`src/rtl/stts_pkg.sv`:
```
`timescale 1ns / 1ps
// ----------------------------------------------------------------------------
// Sorted time-slot table package
// Request and response transaction types, request and status codes, and the
// key range limits used by the table's controller.
// ----------------------------------------------------------------------------
package stts_pkg;

    localparam int KEY_W     = 14;   // month(4) day(5) hour(5)
    localparam int TAG_W     = 16;   // tag field width on the ports

    localparam logic [3:0] MONTH_MIN = 4'd1;
    localparam logic [3:0] MONTH_MAX = 4'd12;
    localparam logic [4:0] HOUR_MAX  = 5'd23;
    localparam logic [4:0] DAY_MIN   = 5'd1;
    localparam logic [4:0] DAY_MAX   = 5'd31;

    localparam logic [1:0] REQ_INSERT = 2'd0;
    localparam logic [1:0] REQ_DELETE = 2'd1;
    localparam logic [1:0] REQ_LIST   = 2'd2;

    localparam logic [2:0] ST_OK        = 3'd0;
    localparam logic [2:0] ST_BAD_MONTH = 3'd1;
    localparam logic [2:0] ST_BAD_HOUR  = 3'd2;
    localparam logic [2:0] ST_BAD_DAY   = 3'd3;
    localparam logic [2:0] ST_TAKEN     = 3'd4;
    localparam logic [2:0] ST_NOT_FOUND = 3'd5;
    localparam logic [2:0] ST_FULL      = 3'd6;

    typedef struct packed {
        logic [1:0]       req_type;
        logic [3:0]       key_month;
        logic [4:0]       key_day;
        logic [4:0]       key_hour;
        logic [TAG_W-1:0] entry_tag;
    } req_t;

    typedef struct packed {
        logic [2:0]       status;
        logic             entry_valid;
        logic [3:0]       out_month;
        logic [4:0]       out_day;
        logic [4:0]       out_hour;
        logic [TAG_W-1:0] out_tag;
        logic             last;
    } rsp_t;

endpackage

```
`src/rtl/sorted_time_slot_table_unit.sv`:
```
`timescale 1ns / 1ps
// ----------------------------------------------------------------------------
// Sorted time-slot table
// Table of (month, day, hour) keyed entries with tags, kept in ascending key
// order in a rotating chain of cells; supports insert, delete and list.
// ----------------------------------------------------------------------------
// Each insert or delete that passes the key range checks, and each list of
// a non-empty table, rotates the whole chain of CAPACITY cells exactly once,
// one cell per cycle unless a list holds it, so the rotation length is set by
// the chain depth: the controller sees one entry a cycle at the head and
// writes the rewritten stream back at the tail. After its rotation an insert
// or delete loads its single status response. A new request is taken only
// when the block is idle and its response register is empty, which is the
// cycle after the response leaves, so the block takes no new request while
// it is still busy with the last one. A request rejected by a range check
// and a list of an empty table load their response at the accepting edge;
// an unknown request code is dropped there with no response. A list
// delivers one response transaction per entry in key order and holds the
// rotation while the response register is occupied, so a slow receiver
// stretches it.
// ----------------------------------------------------------------------------
module sorted_time_slot_table_unit #(
    parameter int CAPACITY = 16,
    parameter int TAG_BITS = 16
) (
    input  logic           clk,
    input  logic           rst_n,
    input  logic           req_valid,
    output logic           req_ready,
    input  stts_pkg::req_t req,
    output logic           rsp_valid,
    input  logic           rsp_ready,
    output stts_pkg::rsp_t rsp
);

    import stts_pkg::*;

    // Only the tag bits that survive on the ports are stored.
    localparam int STORE_TAG = (TAG_BITS < TAG_W) ? TAG_BITS : TAG_W;
    localparam int EW        = KEY_W + STORE_TAG;

    logic [EW-1:0] cell_q [CAPACITY];
    logic [EW-1:0] tail;
    logic          shift_en;

    // Chain of cells: every shift moves each entry one cell toward the head;
    // the controller feeds the tail.
    for (genvar i = 0; i < CAPACITY; i++)
    begin : g_cell
        if (i == CAPACITY - 1)
        begin : g_tail
            stts_cell #(.W(EW)) u_cell (
                .clk      (clk),
                .shift_en (shift_en),
                .d        (tail),
                .q        (cell_q[i])
            );
        end
        else
        begin : g_mid
            stts_cell #(.W(EW)) u_cell (
                .clk      (clk),
                .shift_en (shift_en),
                .d        (cell_q[i+1]),
                .q        (cell_q[i])
            );
        end
    end

    // Controller: range checks, stream rewrite, response register.
    stts_ctrl #(
        .CAPACITY  (CAPACITY),
        .STORE_TAG (STORE_TAG)
    ) u_ctrl (
        .clk       (clk),
        .rst_n     (rst_n),
        .req_valid (req_valid),
        .req_ready (req_ready),
        .req       (req),
        .rsp_valid (rsp_valid),
        .rsp_ready (rsp_ready),
        .rsp       (rsp),
        .head      (cell_q[0]),
        .head2     (cell_q[1]),
        .tail      (tail),
        .shift_en  (shift_en)
    );

endmodule

```
`src/rtl/stts_cell.sv`:
```
`timescale 1ns / 1ps
// ----------------------------------------------------------------------------
// Table cell
// Holds one table entry; on a shift it takes the entry of its neighbor
// toward the tail of the chain.
// ----------------------------------------------------------------------------
module stts_cell #(
    parameter int W = 30
) (
    input  logic         clk,
    input  logic         shift_en,
    input  logic [W-1:0] d,
    output logic [W-1:0] q
);

    logic [W-1:0] entry_reg;

    always_ff @(posedge clk)
    begin
        if (shift_en)
        begin
            entry_reg <= d;
        end
    end

    assign q = entry_reg;

endmodule

```
`src/rtl/stts_ctrl.sv`:
```
`timescale 1ns / 1ps
// ----------------------------------------------------------------------------
// Table controller
// Accepts requests, checks key ranges, and rotates the cell chain once per
// in-range insert, delete or non-empty list, rewriting the stream at the tail.
// ----------------------------------------------------------------------------
module stts_ctrl #(
    parameter int CAPACITY  = 16,
    parameter int STORE_TAG = 16
) (
    input  logic                              clk,
    input  logic                              rst_n,
    input  logic                              req_valid,
    output logic                              req_ready,
    input  stts_pkg::req_t                    req,
    output logic                              rsp_valid,
    input  logic                              rsp_ready,
    output stts_pkg::rsp_t                    rsp,
    input  logic [stts_pkg::KEY_W+STORE_TAG-1:0] head,
    input  logic [stts_pkg::KEY_W+STORE_TAG-1:0] head2,
    output logic [stts_pkg::KEY_W+STORE_TAG-1:0] tail,
    output logic                              shift_en
);

    import stts_pkg::*;

    localparam int EW = KEY_W + STORE_TAG;
    localparam int IW = $clog2(CAPACITY);
    localparam int CW = $clog2(CAPACITY + 1);
    localparam logic [IW-1:0] LAST_K = IW'(CAPACITY - 1);
    localparam logic [CW-1:0] FULL_N = CW'(CAPACITY);

    typedef enum logic [2:0] {
        S_IDLE  = 3'b001,
        S_SCAN  = 3'b010,
        S_REPLY = 3'b100
    } state_t;

    state_t         state_reg, state_next;
    logic [1:0]     op_reg, op_next;
    logic [EW-1:0]  new_reg, new_next;
    logic [EW-1:0]  hold_reg, hold_next;
    logic [IW-1:0]  k_reg, k_next;
    logic [CW-1:0]  count_reg, count_next;
    logic           hit_reg, hit_next;
    logic [2:0]     status_reg, status_next;
    logic           rsp_valid_reg, rsp_valid_next;
    rsp_t           rsp_reg, rsp_next;

    logic             rsp_free;
    logic             head_v;
    logic             emit;
    logic [KEY_W-1:0] head_key;
    logic [KEY_W-1:0] new_key;
    logic [CW-1:0]    k_ext;
    logic             full;
    logic [2:0]       range_st;

    assign rsp_free  = !rsp_valid_reg || rsp_ready;
    assign k_ext     = CW'(k_reg);
    assign head_v    = k_ext < count_reg;
    assign head_key  = head[EW-1 -: KEY_W];
    assign new_key   = new_reg[EW-1 -: KEY_W];
    assign full      = count_reg == FULL_N;
    assign emit      = (op_reg == REQ_LIST) && head_v;
    assign req_ready = (state_reg == S_IDLE) && !rsp_valid_reg;

    always_comb
    begin
        priority if (req.key_month < MONTH_MIN || req.key_month > MONTH_MAX)
            range_st = ST_BAD_MONTH;
        else if (req.key_hour > HOUR_MAX)
            range_st = ST_BAD_HOUR;
        else if (req.key_day < DAY_MIN || req.key_day > DAY_MAX)
            range_st = ST_BAD_DAY;
        else
            range_st = ST_OK;
    end

    always_comb
    begin
        state_next     = state_reg;
        op_next        = op_reg;
        new_next       = new_reg;
        hold_next      = hold_reg;
        k_next         = k_reg;
        count_next     = count_reg;
        hit_next       = hit_reg;
        status_next    = status_reg;
        rsp_valid_next = rsp_valid_reg && !rsp_ready;
        rsp_next       = rsp_reg;
        shift_en       = 1'b0;
        tail           = head;

        unique case (state_reg)
            S_IDLE:
            begin
                if (req_valid && req_ready)
                begin
                    op_next  = req.req_type;
                    new_next = {req.key_month, req.key_day, req.key_hour,
                                req.entry_tag[STORE_TAG-1:0]};
                    k_next   = '0;
                    hit_next = 1'b0;
                    rsp_next = '0;
                    rsp_next.last = 1'b1;
                    unique case (req.req_type)
                        REQ_LIST:
                        begin
                            if (count_reg == '0)
                                rsp_valid_next = 1'b1;
                            else
                                state_next = S_SCAN;
                        end
                        REQ_INSERT, REQ_DELETE:
                        begin
                            if (range_st != ST_OK)
                            begin
                                rsp_next.status = range_st;
                                rsp_valid_next  = 1'b1;
                            end
                            else
                            begin
                                state_next = S_SCAN;
                            end
                        end
                        default: ;
                    endcase
                end
            end

            S_SCAN:
            begin
                shift_en = !emit || rsp_free;
                if (shift_en)
                begin
                    k_next = k_reg + 1'b1;
                    unique case (op_reg)
                        REQ_LIST:
                        begin
                            if (emit)
                            begin
                                rsp_next.status      = ST_OK;
                                rsp_next.entry_valid = 1'b1;
                                rsp_next.out_month   = head[EW-1 -: 4];
                                rsp_next.out_day     = head[EW-5 -: 5];
                                rsp_next.out_hour    = head[EW-10 -: 5];
                                rsp_next.out_tag     = TAG_W'(head[STORE_TAG-1:0]);
                                rsp_next.last        = (k_ext + 1'b1) == count_reg;
                                rsp_valid_next       = 1'b1;
                            end
                        end
                        REQ_INSERT:
                        begin
                            priority if (hit_reg && status_reg == ST_OK)
                            begin
                                // Entries behind the new one move up a slot.
                                tail      = hold_reg;
                                hold_next = head;
                            end
                            else if (hit_reg)
                            begin
                                tail = head;
                            end
                            else if (head_v && head_key == new_key)
                            begin
                                hit_next    = 1'b1;
                                status_next = ST_TAKEN;
                            end
                            else if (!full && (!head_v || head_key > new_key))
                            begin
                                tail        = new_reg;
                                hold_next   = head;
                                hit_next    = 1'b1;
                                status_next = ST_OK;
                            end
                            else
                            begin
                                tail = head;
                            end
                        end
                        default:
                        begin
                            // Delete: from the match on, pull the next entry in.
                            if (hit_reg || (head_v && head_key == new_key))
                            begin
                                tail     = head2;
                                hit_next = 1'b1;
                            end
                        end
                    endcase

                    if (k_reg == LAST_K)
                    begin
                        if (op_reg == REQ_LIST)
                        begin
                            state_next = S_IDLE;
                        end
                        else
                        begin
                            state_next = S_REPLY;
                            if (op_reg == REQ_INSERT)
                            begin
                                if (!hit_next)
                                    status_next = ST_FULL;
                                else if (status_next == ST_OK)
                                    count_next = count_reg + 1'b1;
                            end
                            else
                            begin
                                status_next = hit_next ? ST_OK : ST_NOT_FOUND;
                                if (hit_next)
                                    count_next = count_reg - 1'b1;
                            end
                        end
                    end
                end
            end

            default:
            begin
                if (rsp_free)
                begin
                    rsp_next        = '0;
                    rsp_next.status = status_reg;
                    rsp_next.last   = 1'b1;
                    rsp_valid_next  = 1'b1;
                    state_next      = S_IDLE;
                end
            end
        endcase
    end

    always_ff @(posedge clk or negedge rst_n)
    begin
        if (!rst_n)
        begin
            state_reg     <= S_IDLE;
            op_reg        <= REQ_INSERT;
            k_reg         <= '0;
            count_reg     <= '0;
            hit_reg       <= 1'b0;
            status_reg    <= ST_OK;
            rsp_valid_reg <= 1'b0;
        end
        else
        begin
            state_reg     <= state_next;
            op_reg        <= op_next;
            k_reg         <= k_next;
            count_reg     <= count_next;
            hit_reg       <= hit_next;
            status_reg    <= status_next;
            rsp_valid_reg <= rsp_valid_next;
        end
    end

    always_ff @(posedge clk)
    begin
        new_reg  <= new_next;
        hold_reg <= hold_next;
        rsp_reg  <= rsp_next;
    end

    assign rsp_valid = rsp_valid_reg;
    assign rsp       = rsp_reg;

    a_count_bound: assert property (@(posedge clk) disable iff (!rst_n)
        count_reg <= FULL_N)
        else $error("entry count above capacity");

    a_shift_in_scan: assert property (@(posedge clk) disable iff (!rst_n)
        shift_en |-> state_reg == S_SCAN)
        else $error("chain shifted outside a scan");

    a_count_after_scan: assert property (@(posedge clk) disable iff (!rst_n)
        (count_reg != $past(count_reg)) |-> $past(state_reg == S_SCAN))
        else $error("entry count changed outside a scan");

    a_entry_only_list: assert property (@(posedge clk) disable iff (!rst_n)
        (rsp_valid_reg && rsp_reg.entry_valid) |-> op_reg == REQ_LIST)
        else $error("entry carried by a non-list response");

endmodule

```
`config.mk`:
```
export PLATFORM = sky130hd
export DESIGN_NAME = sorted_time_slot_table_unit
export DESIGN_NICKNAME = d
export VERILOG_FILES = /design/src/rtl/stts_pkg.sv /design/src/rtl/sorted_time_slot_table_unit.sv /design/src/rtl/stts_cell.sv /design/src/rtl/stts_ctrl.sv
export SDC_FILE = /design/constraint.sdc
export NUM_CORES = 1
export LEC_CHECK = 0
export ABC_AREA = 0
export BUFFER_PORTS_ARGS = -buffer_cell sky130_fd_sc_hd__buf_2
export CAP_MARGIN = 0
export CORE_MARGIN = 2
export CORE_UTILIZATION = 51
export CTS_CLUSTER_SIZE = 30
export DETAILED_ROUTE_END_ITERATION = 7
export PLACE_DENSITY = 0.68
export SLEW_MARGIN = 30
export SYNTH_ARGS = -nofsm -noshare
export SYNTH_HDL_FRONTEND = slang
export SYNTH_HIERARCHICAL = 1
export SYNTH_SLANG_ARGS = --single-unit
```
`constraint.sdc`:
```
create_clock -name clk -period 14.5 [get_ports clk]
set_input_delay 2.175 -clock clk [delete_from_list [all_inputs] [get_ports clk]]
set_output_delay 2.175 -clock clk [all_outputs]
set_load 0.02 [all_outputs]
```
## Word level (Yosys, flattened, before mapping)

Cells that the tools add are included.
W data, S select, Z words.

- Word-level logic and storage cells: 171
- Memories: 0
- Bits in read-only memories: 0
- Latch bits: 0
- Input port bits: 36
- Bits in registers: 594
- Output and inout port bits: 37
- Memory bits (writable): 0

- Multiplexer cells: 72
- Bitwise logic cells: 1
- Eq/ne operators: 20
- Multiply operators: 0
- Order comparisons: 7
- Add/sub/neg operators: 4
- Div/mod/pow operators: 0
- Reductions and logical operators: 35
- Shift-type cells: 0

Operator list:

| kind | count |
|---|---|
| $mux W30 | 11 |
| $mux W35 | 5 |
| $pmux W35 S2 | 1 |
| $mux W3 | 23 |
| $pmux W30 S2 | 1 |
| $mux W5 | 4 |
| $mux W1 | 17 |
| $eq A14 B14 Y1 | 1 |
| $gt A14 B14 Y1 | 1 |
| $pmux W3 S2 | 2 |
| $reduce_and A6 Y1 | 2 |
| $gt A5 B5 Y1 const B | 2 |
| $ne A2 B1 Y1 const B | 5 |
| $ne A3 B3 Y1 const B | 3 |
| $mux W4 | 2 |
| $pmux W1 S2 | 4 |
| $pmux W4 S2 | 1 |
| $logic_and A1 B1 Y1 | 7 |
| $reduce_and A7 Y1 | 1 |
| $logic_not A3 Y1 | 2 |
| $logic_or A1 B1 Y1 | 6 |
| $ne A2 B2 Y1 const B | 3 |
| $reduce_bool A3 Y1 | 2 |
| $add A4 B1 Y5 const B | 1 |
| other kinds (24) | 32 |

## Logic depth before layout (Yosys ltp)

- Depth in word-level cells: 15
- Depth in mapped cells: 11
- Mapped depth without buffers: 10

## By module

The synthesis kept the hierarchy.

By module, submodules not included:

| module | times used | cells an instance | area each (um^2) |
|---|---|---|---|
| stts_cell | 16 | 30 | 900.9 |
| stts_ctrl | 1 | 551 | 6179.7 |

## Least setup slack after synthesis

Ideal clock, no wire load.

- Kind: input-to-reg
- Start point: input rsp_ready
- End point: register u_ctrl.status_reg[2]
- Slack: 1.442 ns
- Arrival time: 12.972 ns
- Buffers on the path: 0
- Data required time: 14.413 ns
- Cell stages on the path: 6
- Cell sequence: nand2b_1 o21ai_0 inv_1 and3_1 a21boi_0 o211ai_1

- Cells in the longest elaborated chain, start to end: 3

RTL lines:

| element | line | RTL |
|---|---|---|
| from (decl) | sorted_time_slot_table_unit.sv:32 | `input logic rsp_ready,` |
| $logic_or A1 B1 Y1 | stts_ctrl.sv:59 | `assign rsp_free = !rsp_valid_reg \|\| rsp_ready;` |
| $logic_or A1 B1 Y1 | stts_ctrl.sv:134 | `shift_en = !emit \|\| rsp_free;` |
| $reduce_and A2 Y1 (no source line) | -- |  |
| to (signal assigned) | stts_ctrl.sv:253 | `status_reg <= status_next;` |
| to (decl) | stts_ctrl.sv:46 | `logic [2:0] status_reg, status_next;` |

Every way passes these cells.
A chain may end at the register's enable or synchronous reset.

## Worst setup path after layout

- Start point: input rsp_ready
- End point: register g_cell[11].g_mid.u_cell.entry_reg[12], enable pin

- Cells in the longest elaborated chain, start to end: 3

RTL lines:

| element | line | RTL |
|---|---|---|
| $logic_or A1 B1 Y1 | stts_ctrl.sv:59 |  |
| $logic_or A1 B1 Y1 | stts_ctrl.sv:134 |  |
| $mux W1 | stts_ctrl.sv:95 | `unique case (state_reg)` |
| named net shift_en | sorted_time_slot_table_unit.sv:44 | `logic shift_en;` |
| to (signal assigned) | stts_cell.sv:22 | `entry_reg <= d;` |
| to (decl) | stts_cell.sv:16 | `logic [W-1:0] entry_reg;` |

The timed path passes the listed nets, and every way through them passes these cells.

==> results.json <==
{
  "status": "completed",
  "grt_max_degree": 105,
  "ant_nets": 0,
  "cts.repair.resized": 0,
  "num_antenna_cells": 0,
  "tns_ns": 0,
  "muxShareOfSynthArea_pct": 0.3159,
  "p_clk_share_pct": 27.8,
  "async_flop_share_pct": 3.199,
  "switching_share_pct": 29.02,
  "multi_input_area_um2": 2616,
  "period_share_pct": 34.02,
  "gp_congestion": 0.7884,
  "startpoint_type": "input pin",
  "p_seq_share_pct": 53.4,
  "comb_power_share_pct": 18.7,
  "grt_pass1_vias": 9425,
  "synth_top_area_share_pct": 83.84,
  "fmax_mhz": 202.7,
  "ys_seq_elements": 594,
  "hp-class": "reg -> reg",
  "wire_per_inst_um": 20.22,
  "drv_cap": 0,
  "hold_viol_final": 0,
  "powerDensity_nw_per_um2": 217.0,
  "internal_power_mw": 3.616,
  "die_w_um": 204.9,
  "cts_tree": "yes",
  "clockBufferDepth": 3,
  "required_ns": 14.71,
  "synth_compound_area_share_pct": 6.793,
  "clkSlewWorstSetupHoldPaths_ns": 0.06,
  "route.detailed.drc": 0,
  "yosysUniqueCellTypes": 51,
  "synthesis.instances": 1031,
  "synthSimpleGateAreaFrac_pct": 3.506,
  "antenna_found_initial": 0,
  "synth_area_um2": 20590,
  "synthFlopType": "edfxtp_1",
  "critPathMaxFanout": 104,
  "io_pins": 73,
  "r2r-start": "u_ctrl/count_reg[1]",
  "dpl.hpwl_um": 19110,
  "grt_pass1_wl_um": 53500,
  "num_vias": 9482,
  "vias_per_cell": 5.532,
  "synthTopCellsByArea": "edfxtp_1 (84%), dfrtp_1 (2.2%), ha_1 (1.3%)",
  "die-area_um2": 42000,
  "clkLatencyLatePin_ns": 0.60,
  "yosysMostFrequentCell": "edfxtp_1",
  "start_util_pct": 51.71,
  "yosysWarnings": 6,
  "port_buffers": 72,
  "register_area_um2": 17740,
  "cts_buffers": 57,
  "cp.arrival_ns": 5.14,
  "synth.net_count": 1090,
  "drive_gt1_share_pct": 16.32,
  "synthTopCellsByCount": "edfxtp_1 (575), o21ai_0 (49), a22o_1 (31), and2_1 (31)",
  "worst_pin_slew_ns": 0.9746,
  "synth-xor-area-share_pct": 0.4678,
  "grt-ovfl-total": 0,
  "drt_pre_antenna_iters": 5,
  "track_usage_pct": 16.84,
  "finalNetCount": 1201,
  "critical_path_class": "in -> reg",
  "routed_wl_um": 34650,
  "hp-start": "g_cell[11].g_mid.u_cell/q[27]",
  "syn_to_final_growth_pct": 14.01,
  "yosys.area_share.adder_pct": 1.434,
  "fillers": 2915,
  "setup_viol": 0,
  "fp.dieH_um": 204.9,
  "post_cts_buffers": 0,
  "cp-startpoint": "rsp_ready",
  "placeableCoreArea_um2": 39820,
  "p_switching_mw": 1.478,
  "whs_ns": 0.4013,
  "clock_skew_ns": 0.02751,
  "synth.yosys.seq_area_share_pct": 86.16,
  "cts_root_buf": "clkbuf_16",
  "fin_crit_ns": 4.933,
  "utilization_pct": 58.96,
  "drv_slew": 0,
  "ir_drop_uv": 121.2,
  "clock_sinks": 594,
  "end_kind": "flip-flop",
  "avgSynthCellArea_um2": 19.97,
  "synth_top_family_by_area": "compound AO/OA/AOI/OAI gates",
  "p_leak_nw": 7.903,
  "fin_ws_ns": 9.567,
  "relSlewSlack_pct": 34.43,
  "drt_iter0_markers": 906,
  "h-tree-depth": 2,
  "largest_register_ff_count": 450,
  "hold_buffers": 0,
  "row_count": 73,
  "synth_top_area_cell": "edfxtp_1",
  "pre_cts_ws_ns": 8.730,
  "synth_edf_count": 575,
  "rsz0062_at_grt": "no"
}
## final cells by class
cell class,count,share of cell area [%]
Sequential cell,594,75.57
Inverter,27,0.4636
Clock inverter,41,1.375
Timing Repair Buffer,90,2.313
Tap cell,525,2.798
Clock buffer,65,6.336
Multi-Input combinational cell,372,11.14
## critical path, cell delays in order
cell and delay [ns]:
buf_2 0.08, nand2b_1 0.15, o21ai_0 0.32, inv_8 0.46, buf_16 0.45, buf_4 0.40, buf_16 0.30, buf_6 0.70
## final timing paths
check	slack [ns]	cells after the start	to
max in group asynchronous	12.60	1	u_ctrl/state_reg[0]
setup / recovery	9.57	8	g_cell[11].g_mid.u_cell/q[12]
hold reg to reg	0.40	0	g_cell[10].g_mid.u_cell/q[27]
min in group asynchronous	1.55	1	u_ctrl/count_reg[1]
hold / removal	0.40	0	g_cell[10].g_mid.u_cell/q[27]
setup reg to reg	10.09	11	g_cell[11].g_mid.u_cell/q[12]
## through the flow
stage,cells,cell area [um^2],power (mW)
2_1_floorplan,1031,20590,3.523
3_3_place_gp,1606,21600,3.660
3_5_place_dp,1607,21640,3.700
4_1_cts,1713,23450,5.139
5_1_grt,1714,23480,5.328
6_report,1714,23480,5.094
## kinds of logic (layout without fill, tap and decap cells)
family	after synthesis	after routing
DFF	594	594
muxes	6	6
buffers and inverters	65	223
adders and majority gates	23	23
AOI/OAI and AO/OA	205	205
and+or+nand+nor	127	127
xor gates and xnor gates	11	11
## layer usage
layer,vias up,track usage [%],routed length (um)
li1,4322,-,-
met3,64,3.102,1890
met4,0,6.655,954
met5,-,0,0
met2,290,24.76,15720
met1,4806,25.20,16080
## power by group through the flow
stage / combinational (mW) / clock (mW) / sequential, mW
after floorplan: 0.574 / 0 / 2.95
after global placement: 0.915 / 0 / 2.75
after detailed placement: 0.945 / 0 / 2.75
after CTS: 0.951 / 1.45 / 2.73
after global routing: 1.03 / 1.53 / 2.77
final: 0.954 / 1.42 / 2.72
## placed cells by master, fill, tap and decap left out, drive strengths merged, types with 22 or more instances in the layout
| master | Yosys | layout |
|---|---|---|
| clkinv | 0 | 31 |
| o21ai | 79 | 79 |
| ha | 22 | 22 |
| a22oi | 30 | 30 |
| o31ai | 30 | 30 |
| a22o | 31 | 31 |
| and2 | 31 | 31 |
| inv | 27 | 27 |
| buf | 9 | 90 |
| clkbuf | 29 | 65 |
| edfxtp | 575 | 575 |
Note: power is estimated with default switching activity, not from simulation.
